===== src/hw/rtl/gmi_pkg.sv =====
// Shared widths and the controller/datapath interface types.
package gmi_pkg;
  localparam int WIDTH = 32;
  localparam int CNT_W = $clog2(WIDTH + 1);

  typedef struct packed {
    logic load;
    logic div_start;
    logic div_init;
    logic div_step;
    logic reduce;
    logic mul;
    logic upd;
    logic finish;
  } gmi_cmd_t;

  typedef struct packed {
    logic zero_mod;
    logic r1_zero;
    logic div_done;
  } gmi_stat_t;
endpackage


===== src/hw/rtl/gcd_modular_inverse.sv =====
// Extended Euclidean gcd and modular inverse, top level.
// Input channel: value and modulus, one transfer per item on in_valid/in_ready.
// Output channel: gcd_result, inverse, has_inverse, zero_modulus on
// out_valid/out_ready, one result per item, in order.
// One item is in flight at a time; in_ready is high only while idle.
// A zero modulus goes straight to the result; otherwise the item runs an initial
// reduction of value by modulus and then Euclid steps, each a bit-serial
// division, a multiply and an update.
// The bit-serial divider dominates the run time.
// The result holds in its output registers until transferred; a stalled
// receiver holds the block in its done state and blocks new input.
// Reset (rst, synchronous) returns the controller to idle and drops any
// item in progress.
module gcd_modular_inverse (
  input  logic                      clk,
  input  logic                      rst,
  input  logic                      in_valid,
  output logic                      in_ready,
  input  logic [gmi_pkg::WIDTH-1:0] value,
  input  logic [gmi_pkg::WIDTH-1:0] modulus,
  output logic                      out_valid,
  input  logic                      out_ready,
  output logic [gmi_pkg::WIDTH-1:0] gcd_result,
  output logic [gmi_pkg::WIDTH-1:0] inverse,
  output logic                      has_inverse,
  output logic                      zero_modulus
);
  import gmi_pkg::*;

  gmi_cmd_t  cmd;
  gmi_stat_t stat;

  gmi_controller u_ctrl (
    .clk(clk), .rst(rst), .in_valid(in_valid), .in_ready(in_ready),
    .out_valid(out_valid), .out_ready(out_ready), .cmd(cmd), .stat(stat)
  );

  gmi_datapath u_dp (
    .clk(clk), .cmd(cmd), .stat(stat), .value(value), .modulus(modulus),
    .gcd_result(gcd_result), .inverse(inverse), .has_inverse(has_inverse),
    .zero_modulus(zero_modulus)
  );
endmodule


===== src/hw/rtl/gmi_datapath.sv =====
// Datapath: remainder and coefficient registers, bit-serial divider, multiplier, result fold.
module gmi_datapath (
  input  logic                      clk,
  input  gmi_pkg::gmi_cmd_t         cmd,
  output gmi_pkg::gmi_stat_t        stat,
  input  logic [gmi_pkg::WIDTH-1:0] value,
  input  logic [gmi_pkg::WIDTH-1:0] modulus,
  output logic [gmi_pkg::WIDTH-1:0] gcd_result,
  output logic [gmi_pkg::WIDTH-1:0] inverse,
  output logic                      has_inverse,
  output logic                      zero_modulus
);
  import gmi_pkg::*;

  logic [WIDTH-1:0] r0, r1, m0, m1, modr, dvs, quo, prod;
  logic [WIDTH-1:0] rem;
  logic             n0, n1;
  logic [CNT_W-1:0] cnt;
  logic [WIDTH:0]   shifted;
  logic [WIDTH:0]   diff;
  logic [WIDTH-1:0] fold, inv_val;
  logic             ok;

  assign shifted = {rem, quo[WIDTH-1]};
  assign diff    = shifted - {1'b0, dvs};

  always_ff @(posedge clk) begin
    if (cmd.load) begin
      r0 <= modulus;
      r1 <= value;
      modr <= modulus;
      m0 <= '0;
      m1 <= WIDTH'(1);
      n0 <= 1'b0;
      n1 <= 1'b0;
    end
    if (cmd.div_start) begin
      rem <= '0;
      cnt <= '0;
      quo <= cmd.div_init ? r1 : r0;
      dvs <= cmd.div_init ? r0 : r1;
    end else if (cmd.div_step) begin
      cnt <= cnt + CNT_W'(1);
      if (!diff[WIDTH]) begin
        rem <= diff[WIDTH-1:0];
        quo <= {quo[WIDTH-2:0], 1'b1};
      end else begin
        rem <= shifted[WIDTH-1:0];
        quo <= {quo[WIDTH-2:0], 1'b0};
      end
    end
    if (cmd.reduce) r1 <= rem;
    if (cmd.mul) prod <= WIDTH'(quo * m1);
    if (cmd.upd) begin
      r0 <= r1;
      r1 <= rem;
      m0 <= m1;
      m1 <= m0 + prod;
      n0 <= n1;
      n1 <= ~n1;
    end
    if (cmd.finish) begin
      zero_modulus <= (modr == '0);
      gcd_result   <= (modr == '0) ? '0 : r0;
      has_inverse  <= ok;
      inverse      <= inv_val;
    end
  end

  always_comb begin
    ok = (modr != '0) && (r0 == WIDTH'(1));
    fold = (m0 >= modr) ? m0 - modr : m0;
    if (!ok) inv_val = '0;
    else if (n0 && fold != '0) inv_val = modr - fold;
    else inv_val = fold;
  end

  assign stat.zero_mod = (modr == '0);
  assign stat.r1_zero  = (r1 == '0);
  assign stat.div_done = (cnt == CNT_W'(WIDTH));
endmodule


===== src/hw/rtl/gmi_controller.sv =====
// Controller: sequences reduction, Euclid steps and result transfer.
module gmi_controller (
  input  logic               clk,
  input  logic               rst,
  input  logic               in_valid,
  output logic               in_ready,
  output logic               out_valid,
  input  logic               out_ready,
  output gmi_pkg::gmi_cmd_t  cmd,
  input  gmi_pkg::gmi_stat_t stat
);
  import gmi_pkg::*;

  localparam logic [2:0] S_IDLE  = 3'd0;
  localparam logic [2:0] S_CHECK = 3'd1;
  localparam logic [2:0] S_RDIV  = 3'd2;
  localparam logic [2:0] S_LOOP  = 3'd3;
  localparam logic [2:0] S_DIV   = 3'd4;
  localparam logic [2:0] S_MUL   = 3'd5;
  localparam logic [2:0] S_UPD   = 3'd6;
  localparam logic [2:0] S_DONE  = 3'd7;

  logic [2:0] state, state_next;

  always_ff @(posedge clk) begin
    if (rst) state <= S_IDLE;
    else state <= state_next;
  end

  assign in_ready  = (state == S_IDLE);
  assign out_valid = (state == S_DONE);

  always_comb begin
    cmd = '0;
    state_next = state;
    unique case (state)
      S_IDLE: if (in_valid) begin
        cmd.load = 1'b1;
        state_next = S_CHECK;
      end
      S_CHECK: begin
        if (stat.zero_mod) begin
          cmd.finish = 1'b1;
          state_next = S_DONE;
        end else begin
          cmd.div_start = 1'b1;
          cmd.div_init = 1'b1;
          state_next = S_RDIV;
        end
      end
      S_RDIV: begin
        if (stat.div_done) begin
          cmd.reduce = 1'b1;
          state_next = S_LOOP;
        end else cmd.div_step = 1'b1;
      end
      S_LOOP: begin
        if (stat.r1_zero) begin
          cmd.finish = 1'b1;
          state_next = S_DONE;
        end else begin
          cmd.div_start = 1'b1;
          state_next = S_DIV;
        end
      end
      S_DIV: begin
        if (stat.div_done) begin
          cmd.mul = 1'b1;
          state_next = S_MUL;
        end else cmd.div_step = 1'b1;
      end
      S_MUL: state_next = S_UPD;
      S_UPD: begin
        cmd.upd = 1'b1;
        state_next = S_LOOP;
      end
      S_DONE: if (out_ready) state_next = S_IDLE;
      default: state_next = S_IDLE;
    endcase
  end
endmodule

===== config.mk =====
export PLATFORM = sky130hd
export DESIGN_NAME = gcd_modular_inverse
export DESIGN_NICKNAME = d
export VERILOG_FILES = /design/src/hw/rtl/gmi_pkg.sv /design/src/hw/rtl/gcd_modular_inverse.sv /design/src/hw/rtl/gmi_datapath.sv /design/src/hw/rtl/gmi_controller.sv
export SDC_FILE = /design/constraint.sdc
export NUM_CORES = 2
export LEC_CHECK = 0
export ABC_CLOCK_PERIOD_IN_PS = 7300
export BUFFER_PORTS_ARGS = -buffer_cell sky130_fd_sc_hd__buf_2
export CORE_ASPECT_RATIO = 1.5
export CORE_MARGIN = 4
export CORE_UTILIZATION = 30
export DETAILED_ROUTE_END_ITERATION = 12
export PLACE_DENSITY_LB_ADDON = 0.12
export SYNTH_ARGS = -nofsm -noshare
export SYNTH_HDL_FRONTEND = slang
export SYNTH_HIERARCHICAL = 1
export SYNTH_SLANG_ARGS = --single-unit

===== constraint.sdc =====
create_clock -name clk -period 7.3 [get_ports clk]
set_input_delay 0.365 -clock clk [delete_from_list [all_inputs] [get_ports clk]]
set_output_delay 0.365 -clock clk [all_outputs]
set_load 0.01 [all_outputs]

### After elaboration in Yosys (flattened, before gate mapping)

Cells that the tools add are included.

| word-level totals | value |
|---|---|
| bits in registers | 365 |
| input bits | 68 |
| output and inout bits | 68 |
| word-level logic and storage cells | 92 |

| cells by class | value |
|---|---|
| $add $sub $neg | 5 |
| multiply operators | 1 |
| order comparisons | 1 |
| equality and inequality tests | 13 |
| muxes and demuxes | 42 |
| bitwise gates (word level) | 1 |
| reductions and logical operators | 12 |

Operators by type and width:

| kind | number |
|---|---|
| 32-bit 2-to-1 mux | 16 |
| 32-bit zero test | 2 |
| 32-bit nonzero test | 2 |
| 32-bit subtractor | 2 |
| 33-bit by 32-bit subtractor with 33-bit output | 1 |
| 32-bit adder | 1 |
| 32-bit by 1-bit == test with 1-bit output, second input constant | 1 |
| 32-bit greater-or-equal comparator | 1 |
| 32-bit by 32-bit multiplier with 32-bit output | 1 |
| 3-bit case mux with 8 select lines | 1 |
| 1-bit 2-to-1 mux | 16 |
| 3-bit 2-to-1 mux | 5 |
| 3-bit == test, second input constant | 4 |
| 6-bit by 1-bit adder with 6-bit output, second input constant | 1 |
| 3-bit by 2-bit == test with 1-bit output, second input constant | 2 |
| 6-bit == test, second input constant | 1 |
| 2-bit inequality test, second input constant | 3 |
| 2-bit 2-to-1 mux | 2 |
| 1-bit case mux with 2 select lines | 2 |
| 4-bit AND reduction | 1 |
| 2-bit nonzero test | 2 |
| 3-bit by 1-bit == test with 1-bit output, second input constant | 1 |
| 3-bit zero test | 1 |
| 3-bit nonzero test | 1 |
| 4 further kinds | 5 |

### Longest topological paths before layout

| logic depth | value |
|---|---|
| depth after elaboration | 5 |
| gate-level depth with buffers | 29 |

### Modules after synthesis

Netlist, hierarchy kept.

By module, submodules not included:

| module | times used | cells an instance | area an instance (µm²) | sequential area each (µm²) |
|---|---|---|---|---|
| gmi_datapath | 1 | 3756 | 37300.8 | 10490.1 |
| gmi_controller | 1 | 35 | 295.3 | 60.1 |

### Worst setup path after synthesis

OpenSTA, ideal clock, no wires.

| path | value |
|---|---|
| path type | reg2reg |
| start | reg u_dp.m1[3] |
| end | reg u_dp.prod[28] (data pin) |
| arrival | 6.619 ns |
| data required time | 7.042 ns |
| setup slack | 0.423 ns |
| cell stages (with the launch flop) | 25 |
| buffers on the path | 2 |
| cells stage by stage | edfxtp_1 clkbuf_1 clkbuf_1 nand2_1 fa_1 fa_1 fa_1 fa_1 inv_1 fa_1 inv_1 fa_1 fa_1 fa_1 inv_1 ha_1 a21oi_1 nand3b_1 a211oi_1 o31ai_1 o21ai_0 inv_1 a21o_1 a21oi_1 xnor2_1 |

| on the way | value |
|---|---|
| word-level cells in the longest chain between the ends | 1 |

RTL lines:

| what | line | RTL |
|---|---|---|
| from (decl) | gmi_datapath.sv:15 | `logic [WIDTH-1:0] r0, r1, m0, m1, modr, dvs, quo, prod;` |
| from (signal assigned) | gmi_datapath.sv:58 | `m1 <= m0 + prod;` |
| 32-bit by 32-bit multiplier with 32-bit output | gmi_datapath.sv:53 | `if (cmd.mul) prod <= WIDTH'(quo * m1);` |
| to (signal assigned) | gmi_datapath.sv:53 |  |
| to (decl) | gmi_datapath.sv:15 |  |

No other way between the ends.
A chain may end at the register's enable or synchronous reset.

### Final worst setup path

| path | value |
|---|---|
| start | reg u_dp.m1[3] |
| end | reg u_dp.prod[31] (data pin) |

The elaborated chain is that of the path after synthesis.

==> reports/results.txt <==
Cells after synthesis: 3791
Crit path from: u_dp/m1[3]
Hold Startpoint: modulus[17]
Die height: 442 um
I/O pins: 136
Die width: 297 um
Die footprint: 131000 um2
Clock skew: 0.0656 ns
Synth-to-layout area growth: 14.3%
Hold path cells: 1
First-pass GRT wire length: 196 mm
Least-Margin Pin Slew: 1.15 ns
Async set-reset flop share out of synthesis: 0
CTS tree: built
CP arrival: 7.42 ns
Final HPWL DP: 106 mm
Placed Cells incl. Taps: 5503
TritonCTS Buffers: 44
Worst-case hold slack: 0.0429 ns
Number of global-route vias before repair: 29876
Number of distinct library cells after synthesis: 91
Clock buffer depth: 3
DRC errors left: 0
Post-route minimum period: 7.10 ns
Core footprint: 124000 um2
H-tree levels: 2
Pre-CTS worst setup slack: -0.0118 ns
Final period util: 0.973
Routed length per instance: 23.4 um
Top FF cell, synth: edfxtp_1
Slew HR: 0.216
Grt ovf: 0
RR Startpoint: u_dp/m1[3]
Setup TNS: 0 ns
Crit path max fanout: 9
GPL Wtd Cong: 0.858
Clock latency on the worst-skew pair: 0.62 ns
Vias per cell: 4.95
# rows: 158
CP Capture Type: flop
Max-cap violations: 0
Vias: 27783
WS Path Type: reg2reg
Synthesized cell area: 37600 um2
Setup violators final: 0
Worst setup SP type: flop
F_max: 141 MHz
Setup ws final: 0.198 ns
Effective utilization at floorplan: 0.303
Initial antenna violation count: 4
Syn_area_per_cell: 9.92 um2
Leading area contributor after synthesis: edfxtp_1
Reg clk slew, reported paths: 0.06 ns
Req. time, crit path: 7.62 ns
Worst Hold Class: in2reg
Top cell type's share of synthesized area: 0.259
DRT iter0 DRCs: 1384
Seq cells post-synth: 365
R2R depth: 25
Antenna viol nets, final: 0
Post-synth EDFFs: 324
CTS sink count: 365
Layout cells sized above 1: 0.127
Fin cells: 5617
Syn. warnings: 6
Largest net degree at the start of global routing: 73
Global Route Usage Sum: 0.199
Root Buffer Master: clkbuf_16
Final hold vios: 0
Post-synth net total: 4522
Seq/Total Area, Yosys: 0.281
Max-slew violation count: 0
Outcome: finished clean
Main area contributors after synthesis: edfxtp_1 26%, fa_1 22%, ha_1 8.4%
Nets@finish: 4711
DRT Pass-1 Iters: 5
Count of input and output buffers: 135
Detailed Route WL: 131 mm
cell families after synthesis:
group,count (synthesis),share of synthesized area
and+or+nand+nor,1195,0.162
AOI/OAI and AO/OA,556,0.0980
buffers and inverters,678,0.0691
muxes,170,0.0486
xor gates and xnor gates,164,0.0382
DFF,365,0.281
adders and majority gates,663,0.303
layout by cell type, fill, tap and decap left out, types with 31 or more instances in the layout:
| cell | instances |
|---|---|
| inv_1 | 514 |
| fa_1 | 410 |
| nand2_1 | 390 |
| edfxtp_1 | 324 |
| and2_1 | 323 |
| ha_1 | 248 |
| a21oi_1 | 171 |
| nor2_1 | 154 |
| buf_2 | 135 |
| buf_4 | 128 |
| xnor2_1 | 124 |
| mux2_2 | 97 |
| o21ai_0 | 89 |
| mux2i_1 | 72 |
| nor2b_1 | 55 |
| clkbuf_16 | 44 |
| a21o_1 | 42 |
| dfxtp_1 | 41 |
| nor3_1 | 39 |
| xor2_1 | 39 |
| o21a_1 | 38 |
| nor4_1 | 36 |
| a211oi_1 | 34 |
| nand2b_1 | 31 |
flip-flops by register name, summed over array words and instances, names as in the netlist, 32 cells and up:
register / cells
u_dp/dvs: 32
u_dp/gcd_result: 32
u_dp/inverse: 32
u_dp/m0: 32
u_dp/m1: 32
u_dp/modr: 32
u_dp/prod: 32
u_dp/quo: 32
u_dp/r0: 32
u_dp/r1: 32
u_dp/rem: 32
per-stage QoR:
step                      area (um2)   util
after floorplan                37600      -
after CTS                      42700  0.344
after global routing           43000  0.346
final                          43000  0.346
after detailed placement       41000  0.330
after global placement         41000  0.330
worst max-delay path, stage by stage (launching register included):
cell and delay, ns:
edfxtp_1 0.43, buf_12 0.17, buf_4 0.16, and2_1 0.15, fa_1 0.50, inv_1 0.05, fa_1 0.40, fa_2 0.51
fa_1 0.54, inv_1 0.05, fa_1 0.49, inv_1 0.05, fa_1 0.52, inv_1 0.05, fa_1 0.45, fa_1 0.55
ha_4 0.22, o21a_2 0.25, nand2_1 0.09, o211ai_1 0.12, a31oi_4 0.21, nor3b_4 0.07, o21a_1 0.22, buf_4 0.15
a221oi_4 0.29, xnor2_1 0.10
cell usage after synthesis, types with 5 or more instances:
library cell / instances
a2111oi_0: 9
a211o_1: 7
a211oi_1: 35
a21boi_0: 6
a21o_1: 42
a21oi_1: 173
a31o_2: 9
a31oi_1: 23
and2_1: 325
and3_1: 26
and4_1: 8
buf_1: 8
buf_2: 10
clkbuf_1: 138
dfxtp_1: 41
edfxtp_1: 324
fa_1: 412
ha_1: 251
inv_1: 515
mux2_2: 97
mux2i_1: 72
nand2_1: 390
nand2b_1: 31
nand3_1: 25
nand3b_1: 9
nand4_1: 20
nor2_1: 157
nor2b_1: 55
nor3_1: 42
nor3b_1: 10
nor4_1: 36
o211ai_1: 15
o21a_1: 39
o21ai_0: 92
o21bai_1: 8
o2bb2ai_1: 11
o311ai_0: 5
o31a_1: 13
o31ai_1: 14
or2_0: 10
or2_2: 8
or3_1: 25
xnor2_1: 124
xor2_1: 40
layout make-up:
class	count	area, um2
well taps	1600	2000
inverters	515	1930
clock inverters	27	399
multi-input cells	2748	24700
clock buffers	52	1130
repair buffers	306	2290
fillers	12733	81200
flip-flops and latches	365	10600
diodes	4	10.0
per-layer routing:
metal	global-route usage	share of wire	vias to the layer above
li1	-	-	13036
met1	0.222	0.38	14143
met2	0.398	0.56	447
met3	0.0155	0.022	155
met4	0.0592	0.036	2
met5	0	0.000099	-
worst paths after layout:
kind | slack, ns | to
min reg2reg | 0.49 | u_dp/cnt[5]
min | 0.04 | u_dp/modr[17]
max | 0.20 | u_dp/prod[31]
max reg2reg | 0.20 | u_dp/prod[31]
timing repair:
action / 4_1_cts / 5_1_grt
endpoints found under the hold margin: 18 / 0
buffers inserted: 0 / 14
pin swaps: 0 / 16
hold buffers: 17 / 0
resized for setup: 1 / 31
setup endpoints to repair: 1 / 9
Power is not shown: default switching activity piles up to over one toggle a cycle in this logic, so the estimate is an artifact.
